===== src/hw/rtl/sa_pkg.sv =====
`timescale 1ns / 1ps

package sa_pkg;

  // Fixed field widths
  localparam int SAMPLE_W   = 32;
  localparam int PERIOD_W   = 9;
  localparam int IDX_W      = 10;  // enough for the largest slot count
  localparam int CFG_IDX_W  = 2;
  localparam int CFG_DATA_W = 32;

  // Configuration register indexes
  localparam logic [CFG_IDX_W-1:0] REG_PERIOD        = 2'd0;
  localparam logic [CFG_IDX_W-1:0] REG_NODATA_ENABLE = 2'd1;
  localparam logic [CFG_IDX_W-1:0] REG_NODATA_VALUE  = 2'd2;

  // Item kinds
  localparam logic KIND_ACC  = 1'b0;
  localparam logic KIND_EMIT = 1'b1;

  // Register reset values and limits
  localparam logic [PERIOD_W-1:0] PERIOD_RESET = 9'd12;
  localparam logic [PERIOD_W-1:0] PERIOD_MIN   = 9'd2;

  // -9999.0 in Q16.16
  localparam logic signed [SAMPLE_W-1:0] NODATA_OUT = 32'shD8F1_0000;

  // Command handed from the front end to the back end
  typedef struct packed {
    logic                       kind;
    logic                       first;     // overwrite slot instead of adding
    logic                       clr_ovf;   // new series: clear sticky overflow
    logic                       nodata;
    logic [IDX_W-1:0]           idx;
    logic signed [SAMPLE_W-1:0] sample;
  } sa_cmd_t;

endpackage


===== src/hw/rtl/sa_front.sv =====
`timescale 1ns / 1ps

module sa_front import sa_pkg::*; #(
  parameter int PHASE_SLOTS = 512,
  parameter int SAMPLE_BITS = 32
) (
  input  logic                       clk,
  input  logic                       rst,
  input  logic                       cfg_we,
  input  logic [CFG_IDX_W-1:0]       cfg_index,
  input  logic [CFG_DATA_W-1:0]      cfg_data,
  input  logic                       in_valid,
  output logic                       in_ready,
  input  logic                       kind,
  input  logic                       start_req,
  input  logic signed [SAMPLE_W-1:0] sample,
  output logic                       push_valid,
  input  logic                       push_ready,
  output sa_cmd_t                    push_cmd
);

  localparam int PW    = $clog2(PHASE_SLOTS);
  localparam int SLW   = $clog2(PHASE_SLOTS + 1);
  localparam int CMP_W = (SLW > PERIOD_W) ? SLW : PERIOD_W;

  logic [PERIOD_W-1:0]        period;
  logic                       nodata_enable;
  logic signed [SAMPLE_W-1:0] nodata_value;

  logic [PW-1:0]              phase_index;
  logic                       first_cycle;

  logic                       accept;
  logic                       restart_series;
  logic [PW-1:0]              phase_cur;
  logic [PW-1:0]              phase_next;
  logic                       first_eff;
  logic                       first_next;
  logic [CMP_W-1:0]           eff_period;
  logic [CMP_W-1:0]           step;
  logic signed [SAMPLE_W-1:0] sample_ext;
  logic                       is_nd;

  assign in_ready   = push_ready;
  assign push_valid = in_valid;
  assign accept     = in_valid && in_ready;

  // Configuration registers
  always_ff @(posedge clk) begin
    if (rst) begin
      period        <= PERIOD_RESET;
      nodata_enable <= 1'b0;
      nodata_value  <= '0;
    end else if (cfg_we) begin
      case (cfg_index)
        REG_PERIOD:        period        <= cfg_data[PERIOD_W-1:0];
        REG_NODATA_ENABLE: nodata_enable <= cfg_data[0];
        REG_NODATA_VALUE:  nodata_value  <= signed'(cfg_data[SAMPLE_W-1:0]);
        default: ;
      endcase
    end
  end

  // Classify the item: phase, first-cycle mode, nodata
  always_comb begin
    sample_ext     = SAMPLE_W'(signed'(sample[SAMPLE_BITS-1:0]));
    is_nd          = nodata_enable && (sample_ext == nodata_value);
    restart_series = start_req && (kind == KIND_ACC);
    phase_cur      = start_req ? '0 : phase_index;
    first_eff      = restart_series ? 1'b1 : first_cycle;

    if (period < PERIOD_MIN) begin
      eff_period = CMP_W'(PERIOD_MIN);
    end else if (CMP_W'(period) > CMP_W'(PHASE_SLOTS)) begin
      eff_period = CMP_W'(PHASE_SLOTS);
    end else begin
      eff_period = CMP_W'(period);
    end

    // phase steps modulo the period; an accumulate wrap ends the first cycle
    step = CMP_W'(phase_cur) + CMP_W'(1);
    if (step >= eff_period) begin
      phase_next = '0;
      first_next = (kind == KIND_ACC) ? 1'b0 : first_eff;
    end else begin
      phase_next = step[PW-1:0];
      first_next = first_eff;
    end

    push_cmd.kind    = kind;
    push_cmd.first   = first_eff;
    push_cmd.clr_ovf = restart_series;
    push_cmd.nodata  = is_nd;
    push_cmd.idx     = IDX_W'(phase_cur);
    push_cmd.sample  = sample_ext;
  end

  always_ff @(posedge clk) begin
    if (rst) begin
      phase_index <= '0;
      first_cycle <= 1'b1;
    end else if (accept) begin
      phase_index <= phase_next;
      first_cycle <= first_next;
    end
  end

endmodule


===== config.mk =====
export PLATFORM = sky130hd
export DESIGN_NAME = sa_front
export DESIGN_NICKNAME = d
export VERILOG_FILES = /design/src/hw/rtl/sa_pkg.sv /design/src/hw/rtl/sa_front.sv
export SDC_FILE = /design/constraint.sdc
export NUM_CORES = 1
export LEC_CHECK = 0
export ABC_AREA = 1
export BUFFER_PORTS_ARGS = -buffer_cell sky130_fd_sc_hd__buf_2
export CAP_MARGIN = 20
export CORE_MARGIN = 2
export CORE_UTILIZATION = 45
export DETAILED_ROUTE_END_ITERATION = 8
export PLACE_DENSITY_LB_ADDON = 0.15
export SLEW_MARGIN = 10
export SYNTH_ARGS = -nofsm -noshare
export SYNTH_HDL_FRONTEND = slang
export SYNTH_SLANG_ARGS = --single-unit

===== constraint.sdc =====
create_clock -name clk -period 2.9 [get_ports clk]
set_clock_uncertainty 0.2 [all_clocks]
set_input_delay 0.145 -clock clk [delete_from_list [all_inputs] [get_ports clk]]
set_output_delay 0.145 -clock clk [all_outputs]
set_load 0.005 [all_outputs]

Word-level counts from Yosys, hierarchy flattened

Cells that the tools add are included.

Flip-flop bits (word level): 52
Output and inout port bits: 48

Mux-type cells: 7
Add/sub/neg operators: 1
Reduce and logical (&&, ||, !) cells: 7
Equal/unequal tests: 3
$lt $le $gt $ge: 3
Bitwise logic cells: 1

Operators by type and width:

| operator             | number |
|---|---|
| $eq 32x32->1         | 1 |
| $mux 10              | 2 |
| $mux 9               | 2 |
| $add 9x1->10 const B | 1 |
| $ge 10x10->1         | 1 |
| $gt 9x10->1 const B  | 1 |
| $lt 9x2->1 const B   | 1 |
| $reduce_and 2->1     | 3 |
| $logic_and 1x1->1    | 3 |
| $mux 1               | 3 |
| $eq 2x1->1 const B   | 1 |
| $eq 2x2->1 const B   | 1 |
| $logic_not 2->1      | 1 |
| $not 1->1            | 1 |

Logic depth before layout (Yosys ltp)

Gate-level depths: netlist of the first run.

Depth after elaboration: 5
Gate-level depth with buffers: 19

Least setup slack after synthesis of the first run

OpenSTA, ideal clock, no wires.

Kind: reg-to-reg
Start point: register phase_index[0]
End point: register phase_index[0]
Cell stages (with the launch flop): 17
Arrival time: 2.228 ns
Buffers on the path: 0
Required time: 2.630 ns
Path slack: 0.402 ns
Path through: dfxtp_1 > inv_1 > nor2_1 > ha_1 > nand3_2 > xor2_1 > inv_1 > ha_1 > nand2_1 > inv_1 > a21oi_1 > nand2_1 > nand2_1 > nand2_1 > nand2_1 > nand3_1 > a21oi_1

RTL lines:

| item                   | line            | source |
|---|---|---|
| start, declared        | sa_front.sv:30  | `logic [PW-1:0] phase_index;` |
| start signal, assigned | sa_front.sv:103 | `phase_index <= phase_next;` |

Worst setup path after layout of the first run

Start point: register phase_index[1]
End point: register phase_index[0]

Word-level cells in the longest chain between the ends: 4

Ends and longest elaborated chain:

| item         | line           | source |
|---|---|---|
| $mux 9       | sa_front.sv:69 | `phase_cur = start_req ? '0 : phase_index;` |
| $add 9x1->10 | sa_front.sv:81 | `step = CMP_W'(phase_cur) + CMP_W'(1);` |
| $ge 10x10->1 | sa_front.sv:82 | `if (step >= eff_period) begin` |
| $mux 9       | sa_front.sv:82 |  |

Every way passes these cells.
A chain may end at the register's enable or synchronous reset.

==> impl_metrics.tcl, run 1 <==
set metrics [dict create \
    dr_wl_met3_um 359 \
    synth_top_area_frac 0.3290 \
    drv_cap 0 \
    worstSetupStartpointType "register" \
    synthCells 468 \
    crit_type "register to register" \
    clock_latency_ps 300 \
    worstPathRequired_ps 2940 \
    coreArea_um2 6794 \
    cts_tree "done" \
    wl_met2_um 3772 \
    synth_edf_count 0 \
    dp_hpwl_um 5804 \
    vias 3225 \
    reg2reg_setup_slack_ps 320 \
    wl_per_cell_um 11.66 \
    hold_viol 0 \
    reg2reg_depth 16 \
    setup_tns_ps 0 \
    initial_core_util 0.4657 \
    nets 667 \
    finalCritPeriodShare 0.8892 \
    place_congestion 0.8286 \
    first_pass_iters 4 \
    peakVddDrop_uv 246.1 \
    antenna_cells 0 \
    p_leak_uw 0.001966 \
    overflow 0 \
    cts_buffers 5 \
    die_h_um 87.86 \
    synthArstFlopShare 0 \
    cts.path.max_buffers 2 \
    synthTopCellsByArea "dfxtp_1, nor2_1, buf_4" \
    clkTransAtPathRegs_ps 100 \
    rows 30 \
    syn_area_um2 3164 \
    timing.rr.start "phase_index[1]$_SDFFE_PP0P_" \
    critPathArrivalTime_ps 2620 \
    synth_nets 551 \
    grt_max_degree 44 \
    status "complete, no violations" \
    design_area_um2 4068 \
    drt_iter0_drc 134 \
    grt_pass1_vias 2791 \
    switchingPower_uw 401.3 \
    whs_path_depth 4 \
    worst_pin_slew_ps 727.0 \
    drv_slew 0 \
    p_per_area_nw_per_um2 379.7 \
    yosysUniqueCellTypes 31 \
    clock-root-buffer "clkbuf_8" \
    post_cts_buffers 0 \
    h-tree-depth 2 \
    die-area_um2 7719 \
    grt_pass1_wl_um 12550 \
    grt_setup_unrepaired "no" \
    hold_class "input port to register" \
    grt_antenna_before_repair 0 \
    p_comb_frac 0.181 \
    min_from "cfg_index[1]" \
    synth_flop_cell "dfxtp_1" \
    slew_headroom 0.5146 \
    yosysTopAreaCell "dfxtp_1" \
    avgSynthCellArea_um2 6.761 \
    wl_um 7940 \
    viasPerCell 4.736 \
    max_freq_mhz 387.8 \
    drc 0 \
    fillers 664 \
    wl_met1_um 3631 \
    grt_use_total 0.2039 \
    end_kind "register" \
    io_pins 121 \
    hold_path_end "period[1]$_SDFFE_PP0P_" \
    swShare 0.2598 \
    antenna_left 0 \
    period_needed_ps 2579 \
    clkPwrFrac 0.326 \
    drive_gt1_frac 0.2581 \
    p_int_uw 1143 \
    ys_seq_elements 52 \
    top_layer_used "met4" \
    die_width_um 87.86 \
    setup_viol 0 \
    cts_sinks 52 \
    synth-seq-area-share 0.3290 \
    reg2reg_to "phase_index[0]$_SDFFE_PP0P_" \
    io_buffers 119 \
    critPathMaxFanout 10 \
    yosysWarnings 0 \
    area_growth_pct 28.55 \
    postPlaceCellArea_um2 3557 \
    pwr-share-seq 0.493 \
]
-- critical path: stages, from the launching register on --
cell     delay, ps
dfxtp_1        370
inv_1           60
nor2_1         180
ha_1           230
nand3_2        110
xor2_1         200
inv_1           70
ha_1           280
nand2_1         80
inv_1           50
a21oi_1        140
nand2_1         70
nand2_1         50
nand2_1         60
nand2_2        160
nand3_1        100
a21oi_1        120
-- kinds of logic after synthesis --
| family | synth area share |
|---|---|
| flops | 0.3290 |
| buf+inv | 0.1854 |
| other cells | 0.001185 |
| fa+ha+maj | 0.03954 |
| compound gates | 0.1617 |
| xor+xnor | 0.03598 |
| simple gates | 0.2471 |
-- cells in the mapped netlist, types with 3 or more instances --
master and instances:
clkbuf_1 14, nand2_1 60, nand3_2 3, a21oi_1 32, o21ai_0 40, xnor2_1 4, nor2_1 80, inv_2 5
inv_1 56, nand3_1 19, o21ai_1 9, a22o_1 5, o22ai_1 5, xor2_1 9, buf_4 39, nor3_1 4
dfxtp_1 52, ha_1 10, nand2_2 3
-- metal layers --
layer,GRT usage,up-vias
met5,0,-
met4,0.06713,0
met3,0.03487,12
met2,0.3382,95
met1,0.2695,1432
li1,-,1686
-- state kept, by name (all words and copies together) (netlist names) --
signal	cells
phase_index	9
period	9
first_cycle	1
nodata_value	32
nodata_enable	1
-- final cells by class --
type | instances | area (um^2) | area share
timing repair buffer | 162 | 1018 | 0.2504
clock buffer | 6 | 72.57 | 0.01784
inverter | 63 | 241.5 | 0.05937
sequential | 52 | 1041 | 0.2559
clock inverter | 2 | 35.03 | 0.008613
tap | 96 | 120.1 | 0.02953
multi-input combinational | 300 | 1539 | 0.3783
-- through the flow --
step | power, uW | hold WS (ps) | utilization | setup WS, ps | instances
2_1_floorplan | 933.8 | 75.38 | - | 401.9 | 468
3_3_place_gp | 1011 | 167.5 | 0.5236 | 389.1 | 633
3_5_place_dp | 1015 | 172.3 | 0.5236 | 252.3 | 633
4_1_cts | 1548 | 44.36 | 0.5983 | 218.3 | 681
5_1_grt | 1624 | 96.01 | 0.5987 | 77.34 | 681
6_report | 1545 | 48.94 | 0.5987 | 321.3 | 681
-- power by group through the flow --
stage	clock [uW]	sequential, uW	combinational, uW
2_1_floorplan	0	774	160
5_1_grt	545	765	314
3_3_place_gp	0	777	234
6_report	504	761	279
3_5_place_dp	0	778	237
4_1_cts	509	761	278
-- worst max-delay path by stage --
stage	startpoint	end	slack [ps]	depth (start not counted)
2_1_floorplan	phase_index[0]$_SDFFE_PP0P_	phase_index[0]$_SDFFE_PP0P_	400	16
3_3_place_gp	phase_index[1]$_SDFFE_PP0P_	phase_index[6]$_SDFFE_PP0P_	390	16
3_5_place_dp	phase_index[1]$_SDFFE_PP0P_	phase_index[0]$_SDFFE_PP0P_	250	16
4_1_cts	phase_index[1]$_SDFFE_PP0P_	phase_index[0]$_SDFFE_PP0P_	220	16
5_1_grt	phase_index[1]$_SDFFE_PP0P_	phase_index[0]$_SDFFE_PP0P_	80	16
6_report	phase_index[1]$_SDFFE_PP0P_	phase_index[0]$_SDFFE_PP0P_	320	16
-- placed cells by master, fill, tap and decap left out, types with 2 or more instances in the layout --
cell type and instances:
buf_2 119, nor2_1 80, nand2_1 59, inv_1 56
dfxtp_1 52, o21ai_0 40, dlygate4sd3_1 40, a21oi_1 32
nand3_1 19, ha_1 10, o21ai_1 9, xor2_1 9
inv_2 5, a22o_1 5, o22ai_1 5, clkbuf_8 5
xnor2_1 4, nand2_2 4, nor3_1 4, nand3_2 3
buf_4 3, nor2_2 2, inv_4 2, nor2_4 2
nor4_1 2, or2_2 2, nor3_2 2, o211ai_1 2
-- repair_timing --
| action | 4_1_cts | 5_1_grt |
|---|---|---|
| gates resized for setup | 0 | 1 |
| hold buffers | 40 | 0 |
| hold endpoints to repair | 52 | 0 |
| setup endpoints to repair | 0 | 7 |
No activity file was read; power rests on OpenSTA's default activity.
==> inputs of run 2 (changes only) <==
--- a/config.mk
+++ b/config.mk
@@ -6,10 +6,11 @@
 export NUM_CORES = 1
 export LEC_CHECK = 0
 export ABC_AREA = 1
-export BUFFER_PORTS_ARGS = -buffer_cell sky130_fd_sc_hd__buf_2
+export BUFFER_PORTS_ARGS = -buffer_cell sky130_fd_sc_hd__buf_4
 export CAP_MARGIN = 20
 export CORE_MARGIN = 2
 export CORE_UTILIZATION = 45
+export CTS_BUF_LIST = sky130_fd_sc_hd__clkbuf_8 sky130_fd_sc_hd__clkbuf_16
 export DETAILED_ROUTE_END_ITERATION = 8
 export PLACE_DENSITY_LB_ADDON = 0.15
 export SLEW_MARGIN = 10
==> run 2 against run 1 <==
  * Non-clock buffer count is 1 higher
  * First-iteration DRC count is 17% lower
  * Critical path depth stayed put
  * Maximum frequency is 0.16% lower
  * Clock power is 14% lower
  * Total power is 1.8% lower
  * Count of clock-buffer cells in the layout stayed put
  * Combinational power is 16% higher
  * Worst setup slack worse by 4.2 ps
  * Critical endpoint unchanged
==> impl_metrics.tcl, run 2 (synthesis results as in run 1) <==
set metrics [dict create \
    status "complete, no violations" \
    crit_type "register to register" \
    fillers 612 \
    wl_per_cell_um 11.84 \
    initial_core_util 0.4657 \
    worst_pin_slew_ps 799.9 \
    critPathMaxFanout 10 \
    path_cells "inv_1 > nor2_1 > ha_1 > nand3_2 > xor2_1 > inv_1 > ha_1 > nand2_1 > inv_1 > a21oi_1 > nand2_1 > nand2_1 > nand2_1 > nand2_2 > nand3_1 > a21oi_1" \
    largest_register_ffs 32 \
    wl_um 8078 \
    dr_wl_met3_um 468 \
    critPathTopFamily "simple AND/OR/NAND/NOR gates" \
    dp.cells 633 \
    worstSetupStartpointType "register" \
    clock-root-buffer "clkbuf_8" \
    post_cts_buffers 0 \
    die-area_um2 7719 \
    grt_setup_unrepaired "no" \
    postPlaceCellArea_um2 3855 \
    p_per_area_nw_per_um2 347.9 \
    worstPathRequired_ps 2940 \
    peakVddDrop_uv 232.9 \
    design_area_um2 4360 \
    clock_latency_ps 300 \
    h-tree-depth 2 \
    most-common-layout-cells "buf_4, nor2_1, nand2_1" \
    largest-register "nodata_value" \
    path_buf_inv 3 \
    antenna_cells 0 \
    top_layer_used "met4" \
    drv_cap 0 \
    timing.rr.start "phase_index[1]$_SDFFE_PP0P_" \
    startpoint "phase_index[1]$_SDFFE_PP0P_" \
    end_kind "register" \
    grt_max_degree 44 \
    critPathSlowestCell "dfxtp_1" \
    area_growth_pct 37.80 \
    critPathArrivalTime_ps 2620 \
    period_needed_ps 2583 \
    setup_viol 0 \
    slew_headroom 0.4662 \
    reg2reg_setup_slack_ps 320 \
    first_pass_iters 4 \
    setup_tns_ps 0 \
    die_width_um 87.86 \
    cts_buffers 5 \
    max_freq_mhz 387.2 \
    path_depth 16 \
    cts_tree "done" \
    drt_iter0_drc 111 \
    wl_met1_um 3454 \
    top_regs "nodata_value: 32 flops, period: 9 flops, phase_index: 9 flops" \
    antenna_left 0 \
    grt_antenna_before_repair 0 \
    clkTransAtPathRegs_ps 100 \
    finalCritPeriodShare 0.8907 \
    hold_class "input port to register" \
    hold_viol 0 \
    p_leak_uw 0.002059 \
    grt_use_total 0.2080 \
    viasPerCell 4.746 \
    dp_hpwl_um 6032 \
    cts_sinks 52 \
    nets 668 \
    reg2reg_depth 16 \
    drc 0 \
    die_h_um 87.86 \
    fin_util 0.6418 \
    instances_no_fill 682 \
    cpPeakStageDelay_ps 360 \
    io_buffers 119 \
    drv_slew 0 \
    overflow 0 \
    rows 30 \
    coreArea_um2 6794 \
    crit_path_frequent_cell "nand2_1" \
    io_pins 121 \
    grt_pass1_wl_um 12920 \
    place_congestion 0.8540 \
    reg2reg_to "phase_index[0]$_SDFFE_PP0P_" \
    grt_pass1_vias 2985 \
    cts.path.max_buffers 2 \
    vias 3237 \
    wl_met2_um 4084 \
    layout_commonest_cell "buf_4" \
    crit_path_end "phase_index[0]$_SDFFE_PP0P_" \
    drive_gt1_frac 0.2594 \
]
-- run 2: worst min-delay path by stage --
stage                      start                             to  slack, ps  cells after the start
floorplan            cfg_data[2]         period[2]$_SDFFE_PP1P_         80                      2
global placement    cfg_data[16]  nodata_value[16]$_SDFFE_PP0P_        170                      3
detailed placement  cfg_data[16]  nodata_value[16]$_SDFFE_PP0P_        170                      3
CTS                    start_req       first_cycle$_SDFFE_PP1P_        250                      7
global route          sample[25]                   push_cmd[25]        270                      2
finish                 start_req       first_cycle$_SDFFE_PP1P_        250                      7
-- run 2: metrics by stage --
step	setup WS (ps)	power [uW]	hold WS (ps)
after global routing	17.29	1593	271.1
after CTS	205.4	1530	247.9
after global placement	382.7	1054	166.2
final	317.0	1517	251.7
after floorplan	401.9	933.8	75.38
after detailed placement	240.5	1058	171.3
-- run 2: per-layer routing --
layer	global-route usage	up-vias
met3	0.03016	6
met4	0.04336	0
met1	0.2512	1439
li1	-	1691
met5	0	-
met2	0.3898	101
-- run 2: tightest hold or removal path, delay by kind of cell --
| family | cells | cell delay (ps) |
|---|---|---|
| buf+inv | 2 | 200 |
| simple gates | 5 | 380 |
-- run 2: final cells by class --
cell class	instances	area, um^2	area share
inverter	63	241.5	0.05538
sequential	52	1041	0.2387
timing repair buffer	163	1326	0.3042
multi-input combinational	300	1539	0.3529
tap	96	120.1	0.02755
clock buffer	6	82.58	0.01894
clock inverter	2	10.01	0.002296
-- run 2: timing repair --
action	4_1_cts	5_1_grt
hold buffers	41	0
hold endpoints to repair	52	0
setup endpoints to repair	0	10
gates resized for setup	0	1
-- run 2: power breakdown --
part | switching, uW | internal (uW)
logic | 142 | 183
clock network | 239 | 191
registers | 15.9 | 746
total | 397 | 1120
