$ cat config.mk
export PLATFORM = sky130hd
export DESIGN_NAME = sa_queue
export DESIGN_NICKNAME = d
export VERILOG_FILES = /design/src/hw/rtl/sa_pkg.sv /design/src/hw/rtl/sa_queue.sv
export SDC_FILE = /design/constraint.sdc
export NUM_CORES = 1
export LEC_CHECK = 0
export BUFFER_PORTS_ARGS = -buffer_cell sky130_fd_sc_hd__buf_2
export CAP_MARGIN = 20
export CORE_AREA = 2 2 98 100
export CTS_BUF_LIST = sky130_fd_sc_hd__clkbuf_4 sky130_fd_sc_hd__clkbuf_8
export CTS_CLUSTER_DIAMETER = 80
export DETAILED_ROUTE_END_ITERATION = 16
export DIE_AREA = 0 0 100 102
export PLACE_DENSITY = 0.62
export SYNTH_ARGS = -nofsm -noshare
export SYNTH_HDL_FRONTEND = slang
export SYNTH_SLANG_ARGS = --single-unit
$ cat constraint.sdc
create_clock -name clk -period 2.75 [get_ports clk]
set_input_delay 0.1375 -clock clk [delete_from_list [all_inputs] [get_ports clk]]
set_output_delay 0.1375 -clock clk [all_outputs]
set_load 0.02 [all_outputs]
$ cat src/hw/rtl/sa_pkg.sv
`timescale 1ns / 1ps

package sa_pkg;

  // Fixed field widths
  localparam int SAMPLE_W   = 32;
  localparam int PERIOD_W   = 9;
  localparam int IDX_W      = 10;  // enough for the largest slot count
  localparam int CFG_IDX_W  = 2;
  localparam int CFG_DATA_W = 32;

  // Configuration register indexes
  localparam logic [CFG_IDX_W-1:0] REG_PERIOD        = 2'd0;
  localparam logic [CFG_IDX_W-1:0] REG_NODATA_ENABLE = 2'd1;
  localparam logic [CFG_IDX_W-1:0] REG_NODATA_VALUE  = 2'd2;

  // Item kinds
  localparam logic KIND_ACC  = 1'b0;
  localparam logic KIND_EMIT = 1'b1;

  // Register reset values and limits
  localparam logic [PERIOD_W-1:0] PERIOD_RESET = 9'd12;
  localparam logic [PERIOD_W-1:0] PERIOD_MIN   = 9'd2;

  // -9999.0 in Q16.16
  localparam logic signed [SAMPLE_W-1:0] NODATA_OUT = 32'shD8F1_0000;

  // Command handed from the front end to the back end
  typedef struct packed {
    logic                       kind;
    logic                       first;     // overwrite slot instead of adding
    logic                       clr_ovf;   // new series: clear sticky overflow
    logic                       nodata;
    logic [IDX_W-1:0]           idx;
    logic signed [SAMPLE_W-1:0] sample;
  } sa_cmd_t;

endpackage

$ cat src/hw/rtl/sa_queue.sv
`timescale 1ns / 1ps

module sa_queue import sa_pkg::*; (
  input  logic    clk,
  input  logic    rst,
  input  logic    push_valid,
  output logic    push_ready,
  input  sa_cmd_t push_cmd,
  output logic    pop_valid,
  input  logic    pop_ready,
  output sa_cmd_t pop_cmd
);

  localparam int DEPTH = 2;
  localparam int PTR_W = $clog2(DEPTH);
  localparam int CNT_W = $clog2(DEPTH + 1);

  sa_cmd_t            entries [DEPTH];
  logic [PTR_W-1:0]   wr_ptr;
  logic [PTR_W-1:0]   rd_ptr;
  logic [CNT_W-1:0]   count;
  logic               push;
  logic               pop;

  assign push_ready = (count != CNT_W'(DEPTH));
  assign pop_valid  = (count != '0);
  assign pop_cmd    = entries[rd_ptr];
  assign push       = push_valid && push_ready;
  assign pop        = pop_valid && pop_ready;

  // Storage
  always_ff @(posedge clk) begin
    if (push) begin
      entries[wr_ptr] <= push_cmd;
    end
  end

  // Pointers and fill level
  always_ff @(posedge clk) begin
    if (rst) begin
      wr_ptr <= '0;
      rd_ptr <= '0;
      count  <= '0;
    end else begin
      if (push) begin
        wr_ptr <= (wr_ptr == PTR_W'(DEPTH - 1)) ? '0 : wr_ptr + PTR_W'(1);
      end
      if (pop) begin
        rd_ptr <= (rd_ptr == PTR_W'(DEPTH - 1)) ? '0 : rd_ptr + PTR_W'(1);
      end
      if (push && !pop) begin
        count <= count + CNT_W'(1);
      end else if (pop && !push) begin
        count <= count - CNT_W'(1);
      end
    end
  end

endmodule

# Yosys cells after proc, flatten, opt, wreduce, memory -nomap -nowiden
# Memory sizes are Yosys's and may differ from the RTL's. A register that Yosys moved wholly into a read port is not among the register bits.
# Cells that the tools add are included.
# op_classes
n_eq_ne	1
n_mux	8
n_reduce_logical	8
n_addsub	4
# op_table
op	n
2-to-1 mux 1 bit	6
logical AND 1 bit	4
2-to-1 mux 2 bit	2
nonzero test 2 bit	2
adder 1 bit (second input constant)	2
adder 2 x 1 -> 2 bit (second input constant)	1
zero test 1 bit	2
inequality test 2 bit (second input constant)	1
subtractor 2 x 1 -> 2 bit (second input constant)	1
# totals
n_memories	1
regBits	4
wordCells	25
mem_bits_rw	92
# memory_table
name	depth	word_bits	read_ports	rd_ports_with_merged_regs	wr	line	rtl
entries	2	46	1	1	1	sa_queue.sv:18	sa_cmd_t entries [DEPTH];

# Longest topological paths before layout
# Gate-level depths: netlist of run 1.
# logic_depth
depth_word	6
ltp_mapped	6

# Worst setup path before layout of run 1
# OpenSTA, ideal clock, no wires.
# synth_path
kind	register -> register
from	reg count[0]
to	mem entries[1][0] (netlist bit) (enable)
stages_incl_launch_ff	3
setup_ns	0.408
t_arrival_ns	1.876
path_buffers	0
slack_ns	0.466
period_less_slack_ns	2.284
t_required_ns	2.342
cell_sequence	dfxtp_1 > nand2b_1 > and3_1
# synth_between
elab_chain_cells	4
# synth_rtl
item	line	rtl
from (decl)	sa_queue.sv:21	logic [CNT_W-1:0] count;
from (signal assigned)	sa_queue.sv:52	count <= count + CNT_W'(1);
from (signal assigned)	sa_queue.sv:54	count <= count - CNT_W'(1);
inequality test 2 bit	sa_queue.sv:25	assign push_ready = (count != CNT_W'(DEPTH));
named net push_ready	sa_queue.sv:7	output logic push_ready,
logical AND 1 bit	sa_queue.sv:28	assign push = push_valid && push_ready;
2-to-1 mux 1 bit	sa_queue.sv:33	if (push) begin
2-to-1 mux 1 bit (not written as such)	sa_queue.sv:34	entries[wr_ptr] <= push_cmd;
to (decl)	sa_queue.sv:18	
# The timed path passes the listed nets, and every way through them passes these cells.

==> impl_metrics.yaml, run 1 <==
run_status:
  status: "complete, no violations"
cts:
  cts_tree: "done"
  path_clk_slew_ns: 0.08
  clockBufferDepth: 2
  insertion_delay_ns: 0.35
  cts_hold_buffers: 47
  cts_sinks: 97
  cts_resized: 0
  cts_buffers: 9
  h-tree-depth: 3
  cts_root_buf: "clkbuf_8"
  post-cts-setup-buffers: 0
timing:
  maxSlewHeadroom_pct: 60.3
  final-hold-violation-count: 0
  rsz0062_at_grt: "no"
  hold_slack_ns: 0.114
  final-max-slew-violation-count: 0
  min_period_over_period_pct: 73.4
  tns_ns: 0
  skew_ns: 0.00845
  max_freq_ghz: 0.495
  fin_crit_ns: 2.02
  setup_viol: 0
  worstMarginPinSlew_ns: 0.595
critical_path:
  start_kind: "register"
  slowest_delay_ns: 0.72
  crit_buf_inv: 2
  critPathRequiredTime_ns: 2.61
  endpoint_kind: "output port"
  crit_type: "register to output port"
  cp_max_fo: 25
  crit_path_top_delay_cell: "dfxtp_2"
  crit_chain: "buf_12 -> mux2_2 -> buf_2"
  timing.critical_path.max_delay_family: "flip-flops"
  cp.arrival_ns: 1.88
detailed_routing:
  drtPass1Iterations: 3
  num_vias: 2005
  drc_errors: 0
  wl_per_cell_um: 14.9
  drt-total-wl_mm: 6.53
  initialDrtViolationCount: 79
  viasPerCell: 4.59
  antenna_left: 0
placement:
  place_congestion: 0.704
  io_buffers: 97
  dp_hpwl_mm: 4.01
layout:
  final_core_util_pct: 53.3
  seqCellArea_um2: 2860
  filler_cell_count: 781
  nNetsFinal: 372
  n_antenna_cell: 0
  multi_input_area_um2: 638
  area.growth.synth_to_final_pct: 37.2
  layout-drive-gt1-share_pct: 51.2
grt:
  grt_max_degree: 26
  track_usage_pct: 13.1
  grt_overflow: 0
  grt_pass1_wl_mm: 9.92
  grt_antenna_before_repair: 0
  grt_pass1_vias: 2087
synthesis:
  yosysUniqueCellTypes: 18
  synth_area_per_cell_um2: 21.2
  yosysSeqAreaShare_pct: 80.9
  syn_inst: 167
  async_reset_ff_share_pct: 0
  ys_seq_elements: 97
  ys_warn_count: 0
  synth_nets: 218
  synth_edf_count: 92
  synth_ff_type: "edfxtp_1"
  syn_area_um2: 3540
hold_path:
  holdCritPathClass: "input pin to register"
pwr:
  clkPwrFrac_pct: 22.5
  powerDensity_nw_per_um2: 831
  internal_power_w: 0.00280
  swShare_pct: 30.6
  pwr-share-comb_pct: 29.3
  peakVddDrop_mv: 0.367
  pwr-share-seq_pct: 48.1
  totalPowerFinal_w: 0.00403
  power.switching_w: 0.00123
  cellLeakagePower_nw: 1.83
floorplan:
  fp.dieW_um: 100
  initial_core_util_pct: 38.8
  die_height_um: 102
  placementRows: 35
  ioPinCount: 98
  core-area_um2: 9110
  die_area_um2: 10200
flow_run:
  maxCapViolCount: 0
per-layer routing:
metal,GRT usage [%],share of wire (%),up-vias
met2,22.4,50,67
li1,-,-,959
met4,4.74,1.2,0
met3,4.79,6.6,11
met1,15.2,42,968
met5,0,0,-
final cells by class:
class                      count  share of cell area, %
sequential                    97                   59.0
timing repair buffer         148                   20.8
multi-input combinational     64                   13.1
tap                          111                   2.86
clock buffer                  10                   2.71
clock inverter                 6                   1.37
inverter                       1                 0.0773
cells in the mapped netlist, types with 2 or more instances:
master     n  area (um2)
dfxtp_1    5         100
buf_4      4        30.0
mux2_2    46         518
a21oi_1    2        10.0
xor2_1     3        26.3
edfxtp_1  92        2760
nor2_1     3        11.3
o21ai_0    2        10.0
placed cells by master (no fill, tap or decap), types with 2 or more instances in the layout:
cell	count
o21ai_0	2
mux2_2	46
dfxtp_1	4
nor2_1	3
buf_2	97
a21oi_1	2
dlygate4sd3_1	47
edfxtp_1	92
clkbuf_8	9
buf_12	2
xor2_1	3
clkinvlp_4	2
buf_4	2
logic make-up after synthesis:
| group | Yosys count | share of synthesized area (%) |
|---|---|---|
| flops | 97 | 80.9 |
| mux | 46 | 14.6 |
| simple gates | 9 | 1.42 |
| buf+inv | 6 | 1.10 |
| compound gates | 5 | 0.849 |
| xor+xnor | 3 | 0.743 |
| fa+ha+maj | 1 | 0.354 |
sequential cells by signal, summed over array words and instances, names as in the netlist, named ones only:
register	flops
rd_ptr	1
wr_ptr	1
count	2
entries	92
path summary, 6_finish.rpt:
| check | slack (ns) | depth (start not counted) | endpoint | start |
|---|---|---|---|---|
| max reg2reg | 0.94 | 3 | entries[1][10] | count[0] |
| min reg2reg | 0.51 | 2 | register | rd_ptr |
| max | 0.73 | 3 | pop_cmd[38] | register |
| min | 0.11 | 3 | wr_ptr | push_valid |
worst register-to-register path, delay by kind of cell, from the launching register on:
family | cells | cell delay, ns
and+or+nand+nor | 2 | 0.77
DFF | 1 | 0.40
buffers and inverters | 1 | 0.34
per-stage QoR:
| stage | setup slack, ns | instance area [um2] | instances |
|---|---|---|---|
| floorplan | 0.466 | 3540 | 167 |
| global placement | 0.966 | 4190 | 374 |
| detailed placement | 0.905 | 4190 | 374 |
| CTS | 0.695 | 4850 | 437 |
| global route | 0.629 | 4850 | 437 |
| finish | 0.731 | 4850 | 437 |
power by group through the flow:
stage          Sequential, W  Clock [W]  Combinational, W
6_report             0.00194   0.000908           0.00118
5_1_grt              0.00197    0.00101           0.00128
4_1_cts              0.00195   0.000937           0.00121
3_5_place_dp         0.00198          0           0.00115
3_3_place_gp         0.00197          0           0.00114
2_1_floorplan        0.00192          0          0.000822
No activity file was read; power rests on OpenSTA's default activity.
==> run 2, diff against run 1 <==
- ABC_AREA: default -> 1
- CORE_AREA: 2 2 98 100 -> 2 2 100 102
- DIE_AREA: 0 0 100 102 -> 0 0 102 104
- PLACE_DENSITY: 0.62 -> 0.65
- clock period: 2.75 -> 1.6 ns (I/O delays scaled with it)
==> run 2 against run 1 <==
Effect of this change: flip-flop and latch count is the same; largest power group unchanged; highest routed layer unchanged; combinational power grew 98%; global-route usage grew 0.063 points; power grew 78%; worst hold slack lost 0.079 ns.
==> impl_metrics.yaml, run 2 <==
synthesis:
  synth_most_common_cell: "edfxtp_1"
  syn_inst: 180
  synth_edf_count: 92
  yosys.area.top_type_share_pct: 73.5
  synth_ff_type: "edfxtp_1"
  ys_warn_count: 0
  synth_top_area_cell: "edfxtp_1"
  synth_commonest_cells: "edfxtp_1, mux2_4, nand2_1"
  yosysSeqAreaShare_pct: 76.1
  async_reset_ff_share_pct: 0
  syn_area_um2: 3760
  synth.area.top_cells: "edfxtp_1, mux2_4, dfxtp_1"
  ys_seq_elements: 97
  synth_area_per_cell_um2: 20.9
  yosysUniqueCellTypes: 14
  synth_nets: 231
detailed_routing:
  wl_per_cell_um: 14.1
  viasPerCell: 4.43
  drtPass1Iterations: 4
  drt-total-wl_mm: 6.72
  drc_errors: 0
  antenna_left: 0
  initialDrtViolationCount: 88
  num_vias: 2103
timing:
  final-hold-violation-count: 0
  maxSlewHeadroom_pct: 81.7
  skew_ns: 0.00524
  max_freq_ghz: 0.644
  min_period_over_period_pct: 97.1
  setup_viol: 0
  rsz0062_at_grt: "yes"
  final-max-slew-violation-count: 0
  fin_crit_ns: 1.55
  worstMarginPinSlew_ns: 0.274
pwr:
  totalPowerFinal_w: 0.00720
  powerDensity_nw_per_um2: 1400
  peakVddDrop_mv: 0.898
  cellLeakagePower_nw: 2.04
floorplan:
  initial_core_util_pct: 39.4
  die_area_um2: 10600
  core-area_um2: 9550
  fp.dieW_um: 102
  die_height_um: 104
  placementRows: 36
  ioPinCount: 98
critical_path:
  critPathRequiredTime_ns: 1.52
  endpoint_kind: "output port"
  start_kind: "register"
  reg2reg_depth: 9
  r2r_end: "count[1]"
  timing.critical_path.max_delay_family: "flip-flops"
  crit_path_end: "pop_cmd[32]"
  crit_chain: "buf_12 -> mux2_2 -> buf_2"
  slowest_delay_ns: 0.41
  r2r-start: "count[1]"
  cp.arrival_ns: 1.47
  crit_cells: 3
  crit_buf_inv: 2
  crit_path_top_delay_cell: "dfxtp_4"
  cp_max_fo: 19
  r2r_slack_ns: 0.19
  crit_type: "register to output port"
cts:
  path_clk_slew_ns: 0.09
  insertion_delay_ns: 0.35
  h-tree-depth: 3
  cts_tree: "done"
  clockBufferDepth: 2
  cts_sinks: 97
  cts_root_buf: "clkbuf_8"
  cts_buffers: 9
layout:
  final_core_util_pct: 53.9
  largest_reg_flops: 92
  area.growth.synth_to_final_pct: 36.8
  layout_commonest_cell: "buf_2"
  final_cell_mix: "buf_2, edfxtp_1, dlygate4sd3_1, mux2_4, clkbuf_8"
  top_register: "entries"
  n_antenna_cell: 0
  reg.largest.list: "entries: 92 flops, count: 2 flops"
  filler_cell_count: 808
  layout-drive-gt1-share_pct: 50.3
  nNetsFinal: 388
grt:
  grt_pass1_wl_mm: 10.3
  grt_max_degree: 47
  grt_pass1_vias: 2182
  grt_overflow: 0
  grt_antenna_before_repair: 0
  track_usage_pct: 13.1
flow_run:
  maxCapViolCount: 0
hold_path:
  holdCritPathClass: "input pin to register"
placement:
  place_congestion: 0.712
  io_buffers: 97
  dp_hpwl_mm: 4.17
run_status:
  status: "complete, no violations"
run 2: cell count changes after synthesis, moves of 2 or more:
| cell | previous run | this run |
|---|---|---|
| mux2_2 | 46 | 6 |
| mux2_4 | 0 | 40 |
| nand2_1 | 0 | 9 |
| inv_1 | 1 | 8 |
| buf_12 | 0 | 4 |
| buf_4 | 4 | 0 |
| nor2_1 | 3 | 7 |
| xor2_1 | 3 | 0 |
| nand3_1 | 0 | 2 |
run 2: metal layers:
metal	GRT usage (%)	share of wire (%)	up-vias	routed length (um)
li1	-	-	996	-
met1	14.2	39	1037	2630
met2	23.3	54	60	3630
met3	3.49	4.7	10	319
met4	6.38	2.1	0	144
met5	0	0	-	0
run 2: power by group:
part / switching, W / total (W) / internal [W]
logic: 0.00125 / 0.00234 / 0.00109
registers: 0.000123 / 0.00333 / 0.00321
clock network: 0.000790 / 0.00152 / 0.000729
run 2: area by class of cell:
type	count	area (um2)	share of cell area, %
clock buffers	10	131	2.55
clock inverters	6	58.8	1.14
inverters	8	30.0	0.584
multi-input cells	70	818	15.9
flip-flops and latches	97	2870	55.7
well taps	133	166	3.23
repair buffers	151	1070	20.9
run 2: what timing repair did:
| item | CTS | global route |
|---|---|---|
| hold endpoints to repair | 94 | 0 |
| hold buffers | 47 | 0 |
| buffers inserted | 2 | 0 |
| resized for setup | 0 | 4 |
| setup endpoints to repair | 37 | 5 |
| gates cloned | 0 | 0 |
run 2: cell families after synthesis:
| logic type | Yosys count | share of synthesized area (%) |
|---|---|---|
| AO/OA/AOI/OAI | 4 | 0.532 |
| adder cells (fa/ha/maj) | 1 | 0.333 |
| buffers and inverters | 13 | 3.23 |
| flip-flops | 97 | 76.1 |
| multiplexers | 46 | 17.8 |
| AND/OR/NAND/NOR | 19 | 2.03 |
run 2: how the worst min path moves through the flow:
| stage | from | depth (start not counted) | slack (ns) | endpoint |
|---|---|---|---|---|
| after global routing | pop_ready | 3 | 0.06 | register |
| final | pop_ready | 3 | 0.03 | rd_ptr |
| after floorplan | push_cmd[0] | 0 | 0.18 | entries[0][0] |
| after global placement | push_cmd[25] | 1 | 0.27 | entries[1][25] |
| after detailed placement | push_cmd[0] | 1 | 0.27 | entries[0][0] |
| after CTS | pop_ready | 3 | 0.01 | rd_ptr |
run 2: tightest hold or removal path, cell delays in order:
cell and delay, ns:
buf_2 0.10, a21oi_1 0.08, nor2_1 0.09
run 2: stage by stage:
stage	area [um2]	hold WS [ns]	setup WS [ns]	setup TNS, ns	cells
global route	5150	0.0566	-0.0104	-0.0179	475
floorplan	3790	0.179	-0.0687	-5.30	180
detailed placement	4460	0.271	0.216	0	410
CTS	5130	0.0108	0.0131	0	475
global placement	4460	0.268	0.283	0	410
finish	5150	0.0346	0.0463	0	475
==> run 3, diff against run 2 <==
- REMOVE_ABC_BUFFERS: default -> 1
==> run 3 against run 2 <==
Effect of this change: sequential share of layout area is 0.28 points lower; global-route usage hardly changed; non-clock buffer count is 3 higher; setup slack worse by 0.013 ns; critical path depth stayed put; first-iteration DRC count is 34% lower; via count is 0.29% lower; die area stayed put; cell count is 0.63% higher; power is 2.5% higher; sequential power hardly changed; clock power is 12% higher; largest cell class unchanged.
==> impl_metrics.yaml, run 3 (same netlist as run 2, synthesis figures left out) <==
floorplan:
  placementRows: 36
  fp.dieW_um: 102
  die_height_um: 104
  ioPinCount: 98
  die_area_um2: 10600
  initial_core_util_pct: 39.4
  core-area_um2: 9550
cts:
  path_clk_slew_ns: 0.09
  cts_tree: "done"
  clockBufferDepth: 2
  cts_buffers: 9
  h-tree-depth: 3
  insertion_delay_ns: 0.35
  cts_sinks: 97
  cts_root_buf: "clkbuf_8"
pwr:
  powerDensity_nw_per_um2: 1430
  totalPowerFinal_w: 0.00738
  cellLeakagePower_nw: 2.06
  peakVddDrop_mv: 0.608
critical_path:
  cp.arrival_ns: 1.49
  crit_type: "register to output port"
  start_kind: "register"
  reg2reg_depth: 10
  endpoint_kind: "output port"
  r2r_slack_ns: 0.18
  critPathRequiredTime_ns: 1.52
  r2r_end: "count[1]"
  r2r-start: "count[0]"
  cp_max_fo: 15
hold_path:
  min_to: "rd_ptr"
  min_from: "pop_ready"
  min_path_cells: 3
  holdCritPathClass: "input pin to register"
detailed_routing:
  antenna_left: 0
  initialDrtViolationCount: 58
  viasPerCell: 4.39
  drtPass1Iterations: 4
  drt-total-wl_mm: 6.86
  wl_per_cell_um: 14.3
  drc_errors: 0
  num_vias: 2097
timing:
  worstMarginPinSlew_ns: 0.218
  rsz0062_at_grt: "yes"
  min_period_over_period_pct: 97.9
  final-max-slew-violation-count: 0
  fin_crit_ns: 1.57
  maxSlewHeadroom_pct: 85.5
  tns_ns: 0
  setup_viol: 0
  max_freq_ghz: 0.638
  final-hold-violation-count: 0
  hold_slack_ns: 0.0324
  skew_ns: 0.00533
layout:
  design_area_um2: 5170
  largest_reg_flops: 92
  layout-drive-gt1-share_pct: 50.4
  n_antenna_cell: 0
  layout_commonest_cell: "buf_2"
  reg.largest.list: "entries: 92 flops, count: 2 flops"
  top_register: "entries"
  nNetsFinal: 391
  final_cell_mix: "buf_2, edfxtp_1, dlygate4sd3_1, mux2_4, clkbuf_8"
  area.growth.synth_to_final_pct: 37.5
run_status:
  status: "complete, no violations"
placement:
  post_dp_cell_area_um2: 4450
  dp_hpwl_mm: 4.20
  io_buffers: 97
  place_congestion: 0.698
grt:
  grt_max_degree: 37
  grt_overflow: 0
  grt_pass1_wl_mm: 10.4
  track_usage_pct: 13.2
  grt_antenna_before_repair: 0
  grt_pass1_vias: 2211
flow_run:
  maxCapViolCount: 0
[run 3: changes by cell type in the layout (fill, tap and decap cells not counted), moves of 2 or more]
cell      before  now
mux2_2         3    6
mux2_4        43   40
buf_6          0    2
clkinv_4       0    2
[run 3: what timing repair did]
action,CTS,global route
buffers inserted,2,0
endpoints found under the hold margin,96,0
setup endpoints to repair,40,14
hold buffers,47,0
pin swaps,0,0
resized for setup,1,4
[run 3: worst max-delay path by stage]
stage	endpoint	slack (ns)	cells after the start
after floorplan	entries[0][0]	-1.48	4
after global placement	count[1]	0.17	10
after detailed placement	count[1]	0.06	10
after CTS	pop_cmd[13]	0.007	3
after global routing	pop_cmd[33]	-0.02	3
final	pop_cmd[30]	0.03	3
[run 3: layout make-up]
class                           count  area (um2)
Clock buffer                        9         124
Timing Repair Buffer              154        1090
Fill cell                         792        4380
Sequential cell                    97        2870
Inverter                            8        30.0
Clock inverter                      7        95.1
Multi-Input combinational cell     70         800
Tap cell                          133         166
[run 3: report_power, final]
group          switching [W]  leakage (nW)  internal [W]
clock network       0.000830         0.109      0.000880
logic                0.00126          1.05       0.00108
registers           0.000121         0.900       0.00321
[run 3: layer usage]
metal,wire [um],track usage [%],vias to the layer above
li1,-,-,1003
met1,2870,14.3,1015
met2,3460,23.1,68
met3,394,3.63,11
met4,132,6.57,0
met5,0,0,-
[run 3: per-stage QoR]
stage	util, %	std cells	setup WS (ns)
2_1_floorplan	-	175	-1.48
3_3_place_gp	46.6	413	0.167
3_5_place_dp	46.6	413	0.0612
4_1_cts	54.0	478	0.00655
5_1_grt	54.1	478	-0.0223
6_report	54.1	478	0.0329
[run 3: critical path: stages, from the launching register on]
cell,delay (ns)
dfxtp_4,0.44
buf_12,0.19
mux2_2,0.35
buf_2,0.16
